File: config.mk
export PLATFORM = sky130hd
export DESIGN_NAME = nfl_cell
export DESIGN_NICKNAME = d
export VERILOG_FILES = /design/src/nfl_pkg.sv /design/src/nfl_cell.sv
export SDC_FILE = /design/constraint.sdc
export NUM_CORES = 1
export LEC_CHECK = 0
export BUFFER_PORTS_ARGS = -buffer_cell sky130_fd_sc_hd__buf_2
export CAP_MARGIN = 0
export CORE_AREA = 2 2 160 162
export CTS_CLUSTER_SIZE = 28
export DETAILED_ROUTE_END_ITERATION = 10
export DIE_AREA = 0 0 162 164
export SYNTH_ARGS = -nofsm -noshare
export SYNTH_HDL_FRONTEND = slang
export SYNTH_SLANG_ARGS = --single-unit
File: constraint.sdc
create_clock -name clk -period 9.3 [get_ports clk]
set_input_delay 0.465 -clock clk [delete_from_list [all_inputs] [get_ports clk]]
set_output_delay 0.465 -clock clk [all_outputs]
set_load 0.005 [all_outputs]
File: src/nfl_pkg.sv
// Shared types, codes and constants for the newest-files sorted list.
package nfl_pkg;

  localparam int CAPACITY_DEF = 256;
  localparam int OUT_CNT_W    = 9;
  localparam int RD_IDX_W     = 8;
  localparam int YEAR_BASE    = 80;
  localparam int YEAR_CEIL    = 100;
  localparam int YEAR_SHIFT   = 9;
  localparam int YEAR_W       = 16 - YEAR_SHIFT;
  localparam logic [YEAR_W-1:0] YEAR_LIMIT = YEAR_W'(YEAR_CEIL - YEAR_BASE);

  typedef enum logic [1:0] {
    CMD_INSERT = 2'd0,
    CMD_READ   = 2'd1,
    CMD_CLEAR  = 2'd2,
    CMD_NOP    = 2'd3
  } cmd_t;

  typedef enum logic {
    ST_IDLE = 1'b0,
    ST_EXEC = 1'b1
  } state_t;

  typedef struct packed {
    logic [15:0] fdate;
    logic [15:0] ftime;
    logic [31:0] fsize;
    logic [31:0] ftag;
  } entry_t;

  typedef struct packed {
    logic   ins_en;
    entry_t item;
  } ins_req_t;

endpackage

File: src/nfl_cell.sv
// One list position: holds an entry, compares against the broadcast record, shifts down.
module nfl_cell #(
  parameter int CAPACITY = nfl_pkg::CAPACITY_DEF,
  parameter int IDX      = 0
) (
  input  logic                              clk,
  input  nfl_pkg::ins_req_t                 ins_req,
  input  logic [$clog2(CAPACITY+1)-1:0]     count,
  input  logic [nfl_pkg::RD_IDX_W-1:0]      rd_idx,
  input  logic                              prev_hit,
  input  nfl_pkg::entry_t                   prev_entry,
  output logic                              hit,
  output logic                              first,
  output nfl_pkg::entry_t                   entry,
  output nfl_pkg::entry_t                   rd_data
);
  import nfl_pkg::*;

  localparam int CW = $clog2(CAPACITY + 1);
  localparam logic [CW-1:0] IDXC = CW'(IDX);
  localparam bit RD_OK = (IDX < (1 << RD_IDX_W));
  localparam logic [RD_IDX_W-1:0] IDX8 = RD_IDX_W'(IDX % (1 << RD_IDX_W));

  entry_t entry_r;
  logic   in_list;
  logic   newer;
  logic   rd_sel;

  always_comb begin
    in_list = (IDXC < count);
    newer   = (ins_req.item.fdate > entry_r.fdate) ||
              ((ins_req.item.fdate == entry_r.fdate) &&
               (ins_req.item.ftime > entry_r.ftime));
    hit     = !in_list || newer;
    first   = hit && !prev_hit;
    rd_sel  = RD_OK && (rd_idx == IDX8);
    rd_data = rd_sel ? entry_r : '0;
    entry   = entry_r;
  end

  always_ff @(posedge clk) begin
    if (ins_req.ins_en) begin
      if (first) begin
        entry_r <= ins_req.item;
      end else if (prev_hit) begin
        entry_r <= prev_entry;
      end
    end
  end

endmodule

==> out/summary.txt <==
SETUP PATH
-----------------------------------------------------------------------------------------------
Slowest CP cell                                                                    sky130_fd_sc_hd__o31ai_4
Cells traversed along the worst timing path                                        inv_1 > ha_1 > a41oi_1 > o21ai_0 > a221oi_1 > a311oi_2 > o31ai_4 > buf_12 > inv_1 > buf_2
Top cell by count, worst path                                                      sky130_fd_sc_hd__inv_1
Number of gates on the worst path with buffers counted                                       10
Kind of start point of the critical path                                              flip-flop
Length in cells of the worst reg-to-reg path                                                  9
Largest delay contributor family on the critical path                              compound AO/OA/AOI/OAI gates
CP Data Required Time                                                                   8840 ps
Biggest fanout along the worst timing path                                                   80
Total buffers and inverters traversed by the critical path                                    4
Critical path start-end classification                                                  reg2out
Internal reg-to-reg setup slack                                                         5430 ps
Peak per-stage delay on the critical path                                                820 ps
Arrival time at the worst endpoint                                                      3760 ps
CP Capture Type                                                                    primary output

LOGIC SYNTHESIS
-----------------------------------------------------------------------------------------------
Synth Net Count                                                                             687
Post-synthesis instance total                                                               443
Register area share after synthesis                                                       50.8%
Share of synthesized cell area in and, or, nand and nor gates                             13.1%
Cell variety after synth                                                                     33
Fraction of the mapped netlist area in compound gates                                     3.29%
#FFs+latches synth                                                                           96
Yosys top cell by area                                                             sky130_fd_sc_hd__edfxtp_1
Post-Synthesis Cell Area                                                             5670 sq um
Average cell area after synthesis                                                    12.8 sq um
Proportion of synthesized area in mux cells                                               21.0%
Parity-gate share of the synthesized area counting xor and xnor cells                        0%
Top cell type's share of synthesized area                                                 50.8%
Adder-cell share of the synthesized area                                                  7.06%
Combinational family with the most area after synthesis                            multiplexers
Leading post-synthesis cells by cell area                                          sky130_fd_sc_hd__edfxtp_1 (51%), sky130_fd_sc_hd__mux2_2 (13%), sky130_fd_sc_hd__mux2_4 (7.7%), sky130_fd_sc_hd__and2_1 (7.3%), sky130_fd_sc_hd__ha_1 (7.1%)
Ys Warns                                                                                      0

GLOBAL ROUTE
-----------------------------------------------------------------------------------------------
Antenna violations before repair                                                              0
Vias in the first global route                                                             4844
Wire length of the first global-routing pass                                           26900 um
Sum of overflow across all layers after global routing                                        0
Largest net degree at the start of global routing                                            81
GR Util All Layers                                                                        13.4%

RUN
-----------------------------------------------------------------------------------------------
Number of max-capacitance violations reported                                                 0

DIE
-----------------------------------------------------------------------------------------------
Site row count                                                                               58
Initial Utilization                                                                       22.9%
Die Y                                                                                    164 um
Floorplan Core Area                                                                 24800 sq um
Number of primary I/O pins                                                                  406
Area enclosed by the die boundary                                                   26600 sq um
Overall die width                                                                        162 um

DETAILED ROUTING
-----------------------------------------------------------------------------------------------
Overall routed net length                                                              19000 um
First drt pass iteration count                                                                7
Iteration-0 DRC Markers                                                                     180
DRC violations left                                                                           0
Detailed-route via count                                                                   4898
Wire length per cell after detailed routing                                             16.2 um
Routed vias/inst                                                                           4.17
Remaining antenna violation count after routing                                               0

TIMING
-----------------------------------------------------------------------------------------------
Actual slew at the worst max-slew pin                                                   1170 ps
Final min period                                                                        4230 ps
Maximum operating frequency                                                             237 MHz
Unrepaired setup endpoints after global routing                                           false
Hold Fails Final Rpt                                                                          0
Clock skew                                                                              14.4 ps
Number of slew-limit violations in the final report                                           0
Setup TNS                                                                                  0 ps
Final clock period utilization by the worst path                                          45.4%
Number of setup violations in the final report                                                0
Worst slack on hold paths                                                                414 ps
Slew Limit Headroom                                                                       21.5%

MIN PATH
-----------------------------------------------------------------------------------------------
Number of cells on the worst hold path                                                        2
Class of the worst hold path                                                             in2reg

PLACE
-----------------------------------------------------------------------------------------------
Number of buffer cells added on primary ports                                               405
Weighted congestion reported at the end of routability-driven placement                   0.794
Post-detail-place hpwl                                                                 15200 um

CELLS AND AREA
-----------------------------------------------------------------------------------------------
Share of post-route cells with drive strength above 1                                     62.2%
Layout overhead on the synthesized area                                                   47.6%
Fin nets                                                                                   1083
Antenna diode count                                                                           0
Number of flip-flops in the largest register                                                 96

POWER
-----------------------------------------------------------------------------------------------
Max rail drop VDD                                                                       87.9 uV
Static Leakage                                                                          4.13 nW
Areal power density over the cells                                                  144 nW/um^2

CTS
-----------------------------------------------------------------------------------------------
Clock tree from TritonCTS                                                                   yes
Post-CTS setup buffers                                                                        0
Clk Latency, worst-skew pair                                                             350 ps
Hold buffers post-CTS                                                                         0
Clock input transition at the sequential cells of the worst setup and hold paths          80 ps
Buffer levels on the longest clock path                                                       2
Number of buffers created by CTS                                                              9
Clk sinks                                                                                    96
Gates resized, CTS repair                                                                     0
Root cell of the clock tree                                                        sky130_fd_sc_hd__clkbuf_16
H-Tree Level Count                                                                            3

OUTCOME
-----------------------------------------------------------------------------------------------
Run status                                                                         finished clean

[stage by stage]
step	util, %	total power, W	instance area [sq um]	setup slack (ps)	instances
6_report	33.7	0.00120	8370	5070	1174
5_1_grt	33.7	0.00126	8370	4800	1174
4_1_cts	33.7	0.00122	8370	4990	1174
3_5_place_dp	32.5	0.000805	8050	5230	1158
3_3_place_gp	32.5	0.000800	8050	5200	1158
2_1_floorplan	-	0.000690	5670	1800	443
[power by group]
part / switching [W] / leakage [nW] / internal, W / total, W
clock network: 0.000174 / 0.153 / 0.000238 / 0.000411
logic: 0.000112 / 3.06 / 0.000128 / 0.000240
registers: 0.0000221 / 0.916 / 0.000529 / 0.000552
[cells in the final DEF, fill, tap and decap left out, drive strengths merged, types with 2 or more instances in the layout]
| master | n |
|---|---|
| nor4 | 4 |
| bufinv | 2 |
| nor2 | 7 |
| nand2 | 8 |
| or4 | 2 |
| inv | 39 |
| buf | 410 |
| and2 | 66 |
| ha | 32 |
| a211oi | 2 |
| edfxtp | 96 |
| clkbuf | 10 |
| nor3 | 32 |
| nand4 | 7 |
| nand2b | 2 |
| o21ai | 4 |
| a21oi | 10 |
| mux2 | 96 |
[area by class of cell]
cell class / count / area, sq um
fillers: 2545 / 16400
flip-flops and latches: 96 / 2880
clock buffers: 10 / 229
clock inverters: 6 / 90.1
multi-input cells: 285 / 2540
well taps: 330 / 413
inverters: 37 / 139
repair buffers: 410 / 2080
[layer usage]
metal | share of wire (%) | global-route usage [%] | vias to the layer above
met3 | 6.4 | 3.06 | 9
met5 | 0 | 0 | -
met1 | 41 | 16.5 | 2292
li1 | - | - | 2398
met2 | 52 | 23.7 | 199
met4 | 0.99 | 3.30 | 0
[path summary, 6_finish.rpt]
| path | from | end |
|---|---|---|
| max | entry[71] | first |
| min | prev_entry[43] | entry[43] |
| max reg2reg | entry[71] | entry[3] |
| min reg2reg | entry[80] | entry[21] |
[cells by family after synthesis]
group,after synthesis
AND/OR/NAND/NOR,131
adder cells (fa/ha/maj),32
buffers and inverters,62
multiplexers,96
flip-flops,96
AO/OA/AOI/OAI,26
[cells in the mapped netlist]
cell type                  count
sky130_fd_sc_hd__edfxtp_1     96
sky130_fd_sc_hd__mux2_2       67
sky130_fd_sc_hd__and2_1       66
sky130_fd_sc_hd__inv_1        37
sky130_fd_sc_hd__ha_1         32
sky130_fd_sc_hd__nor3_1       32
sky130_fd_sc_hd__mux2_4       29
sky130_fd_sc_hd__clkbuf_1     12
sky130_fd_sc_hd__a21oi_1      10
sky130_fd_sc_hd__nand2_1       8
sky130_fd_sc_hd__nand4_1       7
sky130_fd_sc_hd__nor2_1        7
sky130_fd_sc_hd__buf_2         6
sky130_fd_sc_hd__buf_6         4
sky130_fd_sc_hd__nor4_1        4
sky130_fd_sc_hd__o21ai_0       4
sky130_fd_sc_hd__buf_1         3
sky130_fd_sc_hd__a211oi_1      2
sky130_fd_sc_hd__nand2b_1      2
sky130_fd_sc_hd__or4_1         2
sky130_fd_sc_hd__a21boi_0      1
sky130_fd_sc_hd__a21o_1        1
sky130_fd_sc_hd__a221oi_1      1
sky130_fd_sc_hd__a311o_1       1
sky130_fd_sc_hd__a311oi_2      1
sky130_fd_sc_hd__a31oi_1       1
sky130_fd_sc_hd__a41oi_1       1
sky130_fd_sc_hd__nand3_1       1
sky130_fd_sc_hd__nor2b_1       1
sky130_fd_sc_hd__o211ai_1      1
sky130_fd_sc_hd__o221ai_1      1
sky130_fd_sc_hd__o31ai_4       1
sky130_fd_sc_hd__or3_1         1
No activity file was read; power rests on OpenSTA's default activity.
